## src/rc4_stream_cipher_macros.svh

```systemverilog
// ----------------------------------------------------------------------------
// RC4 stream cipher assertion macros
// Shorthand for the concurrent checks of the cipher, clocked on clk and
// disabled while arst_n is low.
// ----------------------------------------------------------------------------
`ifndef RC4_STREAM_CIPHER_MACROS_SVH
`define RC4_STREAM_CIPHER_MACROS_SVH

// Same-cycle implication.
`define RC4_ASSERT_IMP(lbl, ante, cons, msg) \
	lbl: assert property (@(posedge clk) disable iff (!arst_n) (ante) |-> (cons)) \
	else $error(msg);

// Next-cycle implication.
`define RC4_ASSERT_NXT(lbl, ante, cons, msg) \
	lbl: assert property (@(posedge clk) disable iff (!arst_n) (ante) |=> (cons)) \
	else $error(msg);

`endif

```

## src/rc4_pkg.sv

```systemverilog
// ----------------------------------------------------------------------------
// RC4 package
// Byte type, operation and status codes, and the control structs passed
// between the top level and the permutation engine.
// ----------------------------------------------------------------------------
package rc4_pkg;

	localparam int BYTE_W     = 8;
	localparam int SBOX_DEPTH = 256;

	typedef logic [BYTE_W-1:0] byte_t;

	localparam byte_t SBOX_LAST = 8'hFF;

	// Operation codes of an input item.
	localparam logic OP_KEY  = 1'b0;
	localparam logic OP_DATA = 1'b1;

	// Result status codes.
	localparam logic [1:0] STAT_DATA_OK  = 2'd0;
	localparam logic [1:0] STAT_KEY_OK   = 2'd1;
	localparam logic [1:0] STAT_KEY_LONG = 2'd2;
	localparam logic [1:0] STAT_NO_KEY   = 2'd3;

	typedef struct packed {
		logic  start_data;
		logic  start_sched;
		byte_t data_byte;
	} eng_req_t;

	typedef struct packed {
		logic  done;
		byte_t out_byte;
	} eng_rsp_t;

endpackage

```

## src/rc4_req_if.sv

```systemverilog
// ----------------------------------------------------------------------------
// RC4 request channel
// Valid/ready channel that carries one input item: operation, byte and the
// last-key-byte flag.
// ----------------------------------------------------------------------------
interface rc4_req_if import rc4_pkg::*; ();

	logic  valid;
	logic  ready;
	logic  op;
	byte_t byte_in;
	logic  key_last;

	modport source (output valid, output op, output byte_in, output key_last, input ready);
	modport sink   (input valid, input op, input byte_in, input key_last, output ready);

endinterface

```

## src/rc4_rsp_if.sv

```systemverilog
// ----------------------------------------------------------------------------
// RC4 response channel
// Valid/ready channel that carries one result item: output byte and status.
// ----------------------------------------------------------------------------
interface rc4_rsp_if import rc4_pkg::*; ();

	logic       valid;
	logic       ready;
	byte_t      out_byte;
	logic [1:0] status;

	modport source (output valid, output out_byte, output status, input ready);
	modport sink   (input valid, input out_byte, input status, output ready);

endinterface

```

## src/rc4_ram.sv

```systemverilog
// ----------------------------------------------------------------------------
// RC4 generic RAM
// One write port and one read port; the read data is registered, so it
// appears in the cycle after the address.
// ----------------------------------------------------------------------------
module rc4_ram #(
	parameter int WIDTH = 8,
	parameter int DEPTH = 256,
	parameter int AW    = (DEPTH > 1) ? $clog2(DEPTH) : 1
) (
	input  logic             clk,
	input  logic             we,
	input  logic [AW-1:0]    waddr,
	input  logic [WIDTH-1:0] wdata,
	input  logic [AW-1:0]    raddr,
	output logic [WIDTH-1:0] rdata
);

	logic [WIDTH-1:0] mem [DEPTH];

	always_ff @(posedge clk) begin
		if (we) begin
			mem[waddr] <= wdata;
		end
		rdata <= mem[raddr];
	end

endmodule

```

## src/rc4_engine.sv

```systemverilog
// ----------------------------------------------------------------------------
// RC4 permutation engine
// Holds the permutation in a RAM together with the indices i and j. Runs the
// key schedule (fill, then 256 read-modify-write swap steps) and the
// keystream step for one data byte.
// ----------------------------------------------------------------------------
module rc4_engine import rc4_pkg::*; #(
	parameter int KS_AW = 8,
	parameter int CNT_W = 9
) (
	input  logic             clk,
	input  logic             arst_n,
	input  eng_req_t         req,
	input  logic [CNT_W-1:0] key_len,
	output logic [KS_AW-1:0] key_raddr,
	input  byte_t            key_rdata,
	output eng_rsp_t         rsp
);

	typedef enum logic [3:0] {
		E_IDLE,
		E_INIT,
		E_K0,
		E_K1,
		E_K2,
		E_K3,
		E_D1,
		E_D2,
		E_D3
	} eng_state_t;

	eng_state_t       st_q;
	byte_t            n_q;
	logic [KS_AW-1:0] kp_q;
	logic [CNT_W-1:0] len_q;
	byte_t            acc_q;
	byte_t            i_q;
	byte_t            j_q;
	byte_t            si_q;
	byte_t            sj_q;
	byte_t            t_q;
	byte_t            byte_q;

	logic  s_we;
	byte_t s_waddr;
	byte_t s_wdata;
	byte_t s_raddr;
	byte_t s_rdata;

	byte_t acc_nx;
	byte_t j_nx;
	byte_t t_nx;
	byte_t ks_byte;
	logic  kp_last;

	assign acc_nx  = byte_t'(acc_q + s_rdata + key_rdata);
	assign j_nx    = byte_t'(j_q + s_rdata);
	assign t_nx    = byte_t'(si_q + s_rdata);
	assign kp_last = (CNT_W'(kp_q) + CNT_W'(1)) == len_q;

	// The output entry may be one of the two just swapped; the j write is
	// the later one, so it wins when both indices meet.
	always_comb begin
		priority if (t_q == j_q) begin
			ks_byte = si_q;
		end else if (t_q == i_q) begin
			ks_byte = sj_q;
		end else begin
			ks_byte = s_rdata;
		end
	end

	always_comb begin
		s_we    = 1'b0;
		s_waddr = n_q;
		s_wdata = n_q;
		s_raddr = byte_t'(i_q + 8'd1);
		unique case (st_q)
			E_IDLE: begin
				s_raddr = byte_t'(i_q + 8'd1);
			end
			E_INIT: begin
				s_we = 1'b1;
			end
			E_K0: begin
				s_raddr = n_q;
			end
			E_K1: begin
				s_raddr = acc_nx;
			end
			E_K2: begin
				s_we    = 1'b1;
				s_wdata = s_rdata;
			end
			E_K3: begin
				s_we    = 1'b1;
				s_waddr = acc_q;
				s_wdata = si_q;
			end
			E_D1: begin
				s_raddr = j_nx;
			end
			E_D2: begin
				s_we    = 1'b1;
				s_waddr = i_q;
				s_wdata = s_rdata;
				s_raddr = t_nx;
			end
			E_D3: begin
				s_we    = 1'b1;
				s_waddr = j_q;
				s_wdata = si_q;
			end
			default: begin
				s_we = 1'b0;
			end
		endcase
	end

	assign key_raddr    = kp_q;
	assign rsp.done     = (st_q == E_D3) || (st_q == E_K3 && n_q == SBOX_LAST);
	assign rsp.out_byte = (st_q == E_D3) ? (byte_q ^ ks_byte) : '0;

	always_ff @(posedge clk or negedge arst_n) begin
		if (!arst_n) begin
			st_q <= E_IDLE;
			i_q  <= '0;
			j_q  <= '0;
		end else begin
			unique case (st_q)
				E_IDLE: begin
					if (req.start_data) begin
						i_q    <= byte_t'(i_q + 8'd1);
						byte_q <= req.data_byte;
						st_q   <= E_D1;
					end else if (req.start_sched) begin
						n_q   <= '0;
						len_q <= key_len;
						st_q  <= E_INIT;
					end
				end
				E_INIT: begin
					n_q <= byte_t'(n_q + 8'd1);
					if (n_q == SBOX_LAST) begin
						acc_q <= '0;
						kp_q  <= '0;
						st_q  <= E_K0;
					end
				end
				E_K0: begin
					st_q <= E_K1;
				end
				E_K1: begin
					si_q  <= s_rdata;
					acc_q <= acc_nx;
					st_q  <= E_K2;
				end
				E_K2: begin
					st_q <= E_K3;
				end
				E_K3: begin
					n_q  <= byte_t'(n_q + 8'd1);
					kp_q <= kp_last ? '0 : KS_AW'(kp_q + KS_AW'(1));
					if (n_q == SBOX_LAST) begin
						i_q  <= '0;
						j_q  <= '0;
						st_q <= E_IDLE;
					end else begin
						st_q <= E_K0;
					end
				end
				E_D1: begin
					si_q <= s_rdata;
					j_q  <= j_nx;
					st_q <= E_D2;
				end
				E_D2: begin
					sj_q <= s_rdata;
					t_q  <= t_nx;
					st_q <= E_D3;
				end
				E_D3: begin
					st_q <= E_IDLE;
				end
				default: begin
					st_q <= E_IDLE;
				end
			endcase
		end
	end

	rc4_ram #(
		.WIDTH(BYTE_W),
		.DEPTH(SBOX_DEPTH)
	) u_sbox_ram (
		.clk  (clk),
		.we   (s_we),
		.waddr(s_waddr),
		.wdata(s_wdata),
		.raddr(s_raddr),
		.rdata(s_rdata)
	);

endmodule

```

## src/rc4_stream_cipher.sv

```systemverilog
// A data byte runs the engine's keystream step, with its dependent permutation RAM reads of
// S[i], S[j] and S[S[i]+S[j]], before its result item is registered; no item is taken meanwhile.
// Key bytes that start no schedule (and data sent while unkeyed) are answered on acceptance.
// A closing key byte of legal length runs the schedule: a 256-entry fill, then 256 swap steps.
// Reset (arst_n low, asynchronous) leaves the cipher unkeyed with i, j and key count at zero.
// The permutation and key RAMs are not cleared; they are always written before being read.
// ----------------------------------------------------------------------------
// RC4 stream cipher
// Byte-wide RC4 engine. Key bytes fill a key RAM; the last key byte starts
// the key schedule, after which data bytes are XORed with the keystream.
// ----------------------------------------------------------------------------
`include "rc4_stream_cipher_macros.svh"

module rc4_stream_cipher import rc4_pkg::*; #(
	parameter int KEY_MAX = 256
) (
	input  logic   clk,
	input  logic   arst_n,
	rc4_req_if.sink   req,
	rc4_rsp_if.source rsp
);

	// Key RAM addressing and the key byte counter. The counter can hold
	// KEY_MAX + 1, which marks a key that has grown too long.
	localparam int KS_AW = (KEY_MAX > 1) ? $clog2(KEY_MAX) : 1;
	localparam int CNT_W = $clog2(KEY_MAX + 2);
	localparam logic [CNT_W-1:0] CNT_MAX = CNT_W'(KEY_MAX);
	localparam logic [CNT_W-1:0] CNT_OVF = CNT_W'(KEY_MAX + 1);

	// The control sequencer: idle and ready for an item, waiting on the
	// engine, or holding a result while the output register is still full.
	typedef enum logic [1:0] {
		T_IDLE,
		T_RUN,
		T_PEND
	} top_state_t;

	top_state_t       st_q;
	logic             keyed_q;
	logic [CNT_W-1:0] count_q;
	logic             sched_q;
	logic             out_v_q;
	byte_t            out_byte_q;
	logic [1:0]       out_stat_q;
	byte_t            pend_byte_q;
	logic [1:0]       pend_stat_q;

	logic             in_fire;
	logic             is_key;
	logic             is_data;
	logic             key_room;
	logic             key_wr;
	logic             start_data;
	logic             start_sched;
	logic             out_free;
	logic             res_v;
	byte_t            res_byte;
	logic [1:0]       res_stat;

	eng_req_t         eng_req;
	eng_rsp_t         eng_rsp;
	logic [KS_AW-1:0] key_raddr;
	byte_t            key_rdata;

	// An item is taken whenever no earlier item is at work and none is parked. A
	// finished result may sit in the output register meanwhile; the next result
	// then parks in the pending register until the output frees up.
	assign req.ready = (st_q == T_IDLE);
	assign in_fire   = req.valid && req.ready;
	assign is_key    = in_fire && (req.op == OP_KEY);
	assign is_data   = in_fire && (req.op == OP_DATA);
	assign key_room  = count_q < CNT_MAX;

	// A key byte is stored only while there is room in the key RAM. A last
	// byte that completes a key of legal length starts the schedule.
	assign key_wr      = is_key && key_room;
	assign start_data  = is_data && keyed_q;
	assign start_sched = is_key && req.key_last && key_room;

	assign eng_req.start_data  = start_data;
	assign eng_req.start_sched = start_sched;
	assign eng_req.data_byte   = req.byte_in;

	assign out_free = !out_v_q || rsp.ready;

	// Result of the current cycle: either the engine has finished, or the
	// accepted item is answered at once (plain key byte, overlong key, or
	// data while no key is loaded).
	always_comb begin
		res_v    = 1'b0;
		res_byte = '0;
		res_stat = STAT_DATA_OK;
		priority if (st_q == T_RUN && eng_rsp.done) begin
			res_v    = 1'b1;
			res_byte = eng_rsp.out_byte;
			res_stat = sched_q ? STAT_KEY_OK : STAT_DATA_OK;
		end else if (is_data && !keyed_q) begin
			res_v    = 1'b1;
			res_stat = STAT_NO_KEY;
		end else if (is_key && !start_sched) begin
			res_v    = 1'b1;
			res_stat = key_room ? STAT_KEY_OK : STAT_KEY_LONG;
		end
	end

	always_ff @(posedge clk or negedge arst_n) begin
		if (!arst_n) begin
			st_q    <= T_IDLE;
			keyed_q <= 1'b0;
			count_q <= '0;
			sched_q <= 1'b0;
			out_v_q <= 1'b0;
		end else begin
			// Every key byte drops the current key. The last byte clears the
			// counter whether or not the key was usable, so the next byte
			// starts a fresh key.
			if (is_key) begin
				keyed_q <= 1'b0;
				if (req.key_last) begin
					count_q <= '0;
				end else if (key_room) begin
					count_q <= CNT_W'(count_q + CNT_W'(1));
				end else begin
					count_q <= CNT_OVF;
				end
			end
			if (st_q == T_RUN && eng_rsp.done && sched_q) begin
				keyed_q <= 1'b1;
			end

			unique case (st_q)
				T_IDLE: begin
					if (start_data || start_sched) begin
						sched_q <= start_sched;
						st_q    <= T_RUN;
					end else if (res_v && !out_free) begin
						st_q <= T_PEND;
					end
				end
				T_RUN: begin
					if (eng_rsp.done) begin
						st_q <= out_free ? T_IDLE : T_PEND;
					end
				end
				T_PEND: begin
					if (out_free) begin
						st_q <= T_IDLE;
					end
				end
				default: begin
					st_q <= T_IDLE;
				end
			endcase

			if (res_v && !out_free) begin
				pend_byte_q <= res_byte;
				pend_stat_q <= res_stat;
			end

			if (res_v && out_free) begin
				out_v_q    <= 1'b1;
				out_byte_q <= res_byte;
				out_stat_q <= res_stat;
			end else if (st_q == T_PEND && out_free) begin
				out_v_q    <= 1'b1;
				out_byte_q <= pend_byte_q;
				out_stat_q <= pend_stat_q;
			end else if (rsp.ready) begin
				out_v_q <= 1'b0;
			end
		end
	end

	assign rsp.valid    = out_v_q;
	assign rsp.out_byte = out_byte_q;
	assign rsp.status   = out_stat_q;

	// Key bytes are written at the running count; the engine reads them back
	// cyclically during the schedule.
	rc4_ram #(
		.WIDTH(BYTE_W),
		.DEPTH(KEY_MAX)
	) u_key_ram (
		.clk  (clk),
		.we   (key_wr),
		.waddr(count_q[KS_AW-1:0]),
		.wdata(req.byte_in),
		.raddr(key_raddr),
		.rdata(key_rdata)
	);

	rc4_engine #(
		.KS_AW(KS_AW),
		.CNT_W(CNT_W)
	) u_engine (
		.clk      (clk),
		.arst_n   (arst_n),
		.req      (eng_req),
		.key_len  (CNT_W'(count_q + CNT_W'(1))),
		.key_raddr(key_raddr),
		.key_rdata(key_rdata),
		.rsp      (eng_rsp)
	);

	// The engine only reports completion of work that this sequencer started.
	`RC4_ASSERT_IMP(a_done_in_run, eng_rsp.done, st_q == T_RUN, "engine done outside a run")
	// A finished key schedule leaves the cipher keyed.
	`RC4_ASSERT_NXT(a_keyed_after_sched, st_q == T_RUN && eng_rsp.done && sched_q, keyed_q,
		"cipher not keyed after schedule")
	// The key counter saturates at the overflow mark.
	`RC4_ASSERT_IMP(a_count_bound, 1'b1, count_q <= CNT_OVF, "key counter out of range")
	// A parked result moves to the output as soon as the output frees up.
	`RC4_ASSERT_NXT(a_pend_drains, st_q == T_PEND && out_free, out_v_q && st_q == T_IDLE,
		"pending result not delivered")

endmodule

```

## src/flat_wrapper.sv

```systemverilog
// flat-port wrapper written by rule: the top's interface ports become plain ports
module rc4_stream_cipher_flat import rc4_pkg::*;
#(
	parameter int KEY_MAX = 256
)
  (clk, arst_n, req_valid, req_op, req_byte_in, req_key_last, req_ready, rsp_valid, rsp_out_byte, rsp_status, rsp_ready);
  rc4_req_if req_i ();
  rc4_rsp_if rsp_i ();
  input  logic clk;
  input  logic arst_n;
  input wire logic [$bits(req_i.valid)-1:0] req_valid;
  input wire logic [$bits(req_i.op)-1:0] req_op;
  input wire logic [$bits(req_i.byte_in)-1:0] req_byte_in;
  input wire logic [$bits(req_i.key_last)-1:0] req_key_last;
  output wire logic [$bits(req_i.ready)-1:0] req_ready;
  output wire logic [$bits(rsp_i.valid)-1:0] rsp_valid;
  output wire logic [$bits(rsp_i.out_byte)-1:0] rsp_out_byte;
  output wire logic [$bits(rsp_i.status)-1:0] rsp_status;
  input wire logic [$bits(rsp_i.ready)-1:0] rsp_ready;
  assign req_i.valid = req_valid;
  assign req_i.op = req_op;
  assign req_i.byte_in = req_byte_in;
  assign req_i.key_last = req_key_last;
  assign req_ready = req_i.ready;
  assign rsp_valid = rsp_i.valid;
  assign rsp_out_byte = rsp_i.out_byte;
  assign rsp_status = rsp_i.status;
  assign rsp_i.ready = rsp_ready;
  rc4_stream_cipher #(.KEY_MAX(KEY_MAX)) u_core (.clk(clk), .arst_n(arst_n), .req(req_i), .rsp(rsp_i));
endmodule
```

## config.mk

```make
export PLATFORM = sky130hd
export DESIGN_NAME = rc4_stream_cipher_flat
export DESIGN_NICKNAME = d
export VERILOG_FILES = /design/src/rc4_pkg.sv /design/src/rc4_req_if.sv /design/src/rc4_rsp_if.sv /design/src/rc4_ram.sv /design/src/rc4_engine.sv /design/src/rc4_stream_cipher.sv /design/src/flat_wrapper.sv
export VERILOG_INCLUDE_DIRS = /design/src /design/src/src
export SDC_FILE = /design/constraint.sdc
export NUM_CORES = 2
export LEC_CHECK = 0
export BUFFER_PORTS_ARGS = -buffer_cell sky130_fd_sc_hd__buf_2
export CAP_MARGIN = 20
export CORE_ASPECT_RATIO = 2
export CORE_MARGIN = 1.5
export CORE_UTILIZATION = 60
export DETAILED_ROUTE_END_ITERATION = 8
export PLACE_DENSITY = 0.75
export SLEW_MARGIN = 25
export SYNTH_ARGS = -nofsm -noshare
export SYNTH_HDL_FRONTEND = slang
export SYNTH_SLANG_ARGS = --single-unit
export TNS_END_PERCENT = 50
```

## constraint.sdc

```tcl
create_clock -name clk -period 16.4 [get_ports clk]
set_input_delay 1.64 -clock clk [delete_from_list [all_inputs] [get_ports clk]]
set_output_delay 1.64 -clock clk [all_outputs]
set_load 0.01 [all_outputs]
```

==> impl_metrics.json <==
{
  "status": "finished with violations",
  "violations": "design-rule violations",
  "slew_viol_final": 0,
  "worst_clock_skew_ns": 0.0798,
  "finish.utilization_pct": 65.8,
  "synth.distinct_cells": 87,
  "crit_path_max_incr_delay_ns": 0.89,
  "setup_tns_ns": 0,
  "cts_hold_buffers": 0,
  "hold_violations": 0,
  "route.detailed.drc": 8,
  "synth_area_leader_cell": "edfxtp_1",
  "drt_iter0_drc": 12400,
  "core_area_um2": 280000,
  "ys_seq_area_share_pct": 75.1,
  "path_buf_inv": 3,
  "crit_slowest_cell": "a221oi_2",
  "stdcell_count": 13800,
  "vdd_drop_max_v": 0.000403,
  "rsz0062_at_grt": "false",
  "ant_nets": 0,
  "swShare_pct": 36.8,
  "cts_root_buf": "clkbuf_16",
  "dp_slack_ns": 9.41,
  "grt_pass1_vias": 95400,
  "overflow": 0,
  "crit_path_max_fanout": 118,
  "worst-setup-path-type": "reg -> reg",
  "setup_ws_ns": 9.06,
  "wl_per_cell_um": 34.3,
  "intPower_w": 0.0212,
  "gr-usage-all-layers_pct": 33.6,
  "async_reset_ff_share_pct": 0.804,
  "drv_cap": 0,
  "start_util_pct": 60.3,
  "required_ns": 17.17,
  "use_met2_pct": 57.1,
  "hp-class": "reg -> reg",
  "totalWireLength_um": 475000,
  "fin_area_um2": 184000,
  "combPwrFrac_pct": 33.1,
  "row_count": 275,
  "ys_warn_count": 0,
  "slew_headroom_pct": 15.7,
  "cts_sinks": 4231,
  "syn_avg_cell_area_um2": 17.0,
  "via_per_inst": 6.86,
  "die_area_um2": 285000,
  "grt_util_met1_pct": 35.6,
  "p_seq_share_pct": 40.8,
  "areaGrowthSynthToFinish_pct": 9.18,
  "die_h_um": 753,
  "dp.cells": 13200,
  "synth_area_leaders": "edfxtp_1 (74%), mux4_2 (9.1%), nand2_1 (3.3%), nor2_1 (1.4%), nand3_1 (1.4%)",
  "final.period_utilization_pct": 44.8,
  "first_pass_iters": 9,
  "gp_congestion": 0.964,
  "finalSetupViolCount": 0,
  "synthCells": 9918,
  "vias": 95000,
  "crit_chain": "fa_1 > ha_1 > mux2_2 > a2bb2oi_4 > and2_4 > buf_4 > buf_4 > buf_12 > nand2_1 > and3_1 > a311oi_1 > a31oi_1 > a221oi_2 > o22ai_1 > nor4_1",
  "cp_top_family": "buffers and inverters",
  "io_buffers": 25,
  "layout_min_cycle_time_ns": 7.34,
  "path_common_cell": "buf_4",
  "start_kind": "flip-flop",
  "dp_hpwl_um": 290000,
  "yosys.area.top_type_share_pct": 74.4,
  "leakage_nw": 57.9,
  "busiest_layer": "met2",
  "htree_levels": 5,
  "end_kind": "flip-flop",
  "numCtsBuffers": 354,
  "cts_tree": "yes",
  "drive_above_1_share_pct": 15.0,
  "finalNetCount": 9859,
  "gr-usage-met3_pct": 5.90,
  "grt_pass1_wl_um": 679000,
  "fmax_mhz": 136,
  "ioPinCount": 26,
  "die_w_um": 378,
  "syn_area_um2": 169000,
  "grt_max_degree": 170,
  "p_switching_w": 0.0123,
  "tightest_slew_ns": 1.25,
  "ys_ff_latch": 4231,
  "antenna_found_initial": 24,
  "place_area_um2": 172000,
  "synth_flop_cell": "edfxtp_1",
  "cts_resized": 0,
  "reg2reg_slack_ns": 9.06,
  "cts.path.max_buffers": 4,
  "arrival_ns": 8.11,
  "synth_edf_count": 4181,
  "clk_latency_ns": 0.96,
  "syn_nets": 9970,
  "postCtsSetupBuffers": 0,
  "p_per_area_nw_per_um2": 182,
  "clk_pin_slew_ns": 0.07,
  "clockPowerShare_pct": 26.0
}
power by group through the flow:
stage,registers (W),logic (W),clock network [W]
finish,0.0137,0.0111,0.00871
detailed placement,0.0139,0.0105,0
global route,0.0137,0.0114,0.00910
global placement,0.0139,0.0103,0
CTS,0.0137,0.0106,0.00873
floorplan,0.0141,0.00636,0
metrics by stage:
stage	total power, W	hold WS [ns]
final	0.0335	0.536
after global routing	0.0342	0.554
after CTS	0.0330	0.538
after detailed placement	0.0244	0.521
after global placement	0.0242	0.463
after floorplan	0.0204	0.420
worst register-to-register path: stages, from the launching register on:
cell	delay, ns
dfxtp_1	0.64
fa_1	0.52
ha_1	0.32
mux2_2	0.31
a2bb2oi_4	0.30
and2_4	0.57
buf_4	0.62
buf_4	0.89
buf_12	0.50
nand2_1	0.21
and3_1	0.19
a311oi_1	0.25
a31oi_1	0.10
a221oi_2	0.90
o22ai_1	0.22
nor4_1	0.63
per-layer routing:
metal  part of all wire [%]  vias to the layer above
met5                  0.027                        -
met4                     11                       20
met3                    8.2                     1835
met2                     51                     6146
met1                     30                    48100
li1                       -                    38900
layout by cell type (no fill, tap or decap), drive strengths merged, types with 24 or more instances in the layout:
master and instances:
a211oi 111, a21oi 238, a221oi 154, a311oi 195
a31oi 91, and2 24, and3 171, buf 197
bufinv 47, clkbuf 443, clkinv 125, dfrtp 34
edfxtp 4181, ha 28, inv 41, mux2i 191
mux4 682, nand2 1476, nand3 456, nand4 27
nor2 611, nor2b 29, nor3 72, o21ai 66
xnor2 37, xor2 31
cells by family after synthesis:
group | count (synthesis) | share of synthesized area [%]
AO/OA/AOI/OAI | 1036 | 4.47
XOR/XNOR | 68 | 0.353
adder cells (fa/ha/maj) | 38 | 0.326
buffers and inverters | 698 | 1.90
flip-flops | 4231 | 75.1
multiplexers | 889 | 10.3
AND/OR/NAND/NOR | 2958 | 7.54
cell usage after synthesis, types with 110 or more instances:
library cell	instances
nor2_1	610
a211oi_1	110
mux2i_1	190
a311oi_1	195
buf_2	291
a21oi_1	238
mux4_2	682
nand3_1	456
edfxtp_1	4181
clkbuf_1	257
and3_1	171
nand2_1	1476
a221oi_1	154
worst paths after layout:
kind                                                              from  depth (start not counted)                                           to
hold / removal                         u_core.pend_byte_q[7]$_DFFE_PP_                          1             u_core.rsp.out_byte[7]$_DFFE_PP_
min in group asynchronous                                       arst_n                          2                u_core.count_q[2]$_DFFE_PN0N_
hold reg to reg                        u_core.pend_byte_q[7]$_DFFE_PP_                          1             u_core.rsp.out_byte[7]$_DFFE_PP_
setup reg to reg           u_core.u_engine.u_sbox_ram.rdata[1]$_DFF_P_                         15  u_core.u_engine.u_sbox_ram.rdata[0]$_DFF_P_
max in group asynchronous                                       arst_n                          2           u_core.u_engine.i_q[7]$_DFFE_PN0P_
setup / recovery           u_core.u_engine.u_sbox_ram.rdata[1]$_DFF_P_                         15  u_core.u_engine.u_sbox_ram.rdata[0]$_DFF_P_
flip-flops by register name, indices dropped and copies added (netlist names), 9 cells and up:
signal,count
u_core.u_engine.u_sbox_ram.mem,2048
u_core.u_engine.len_q,9
u_core.count_q,9
u_core.u_key_ram.mem,2048
layout make-up:
cell class                 instances  area, um^2
sequential                      4231      127000
fill                           18200       95800
multi-input combinational       4989       39200
clock buffer                     435        9420
tap                             3739        4680
clock inverter                   199        2260
timing repair buffer             205        1810
inverter                          26         158
antenna                           16        40.0
Note: power is estimated with default switching activity, not from simulation.
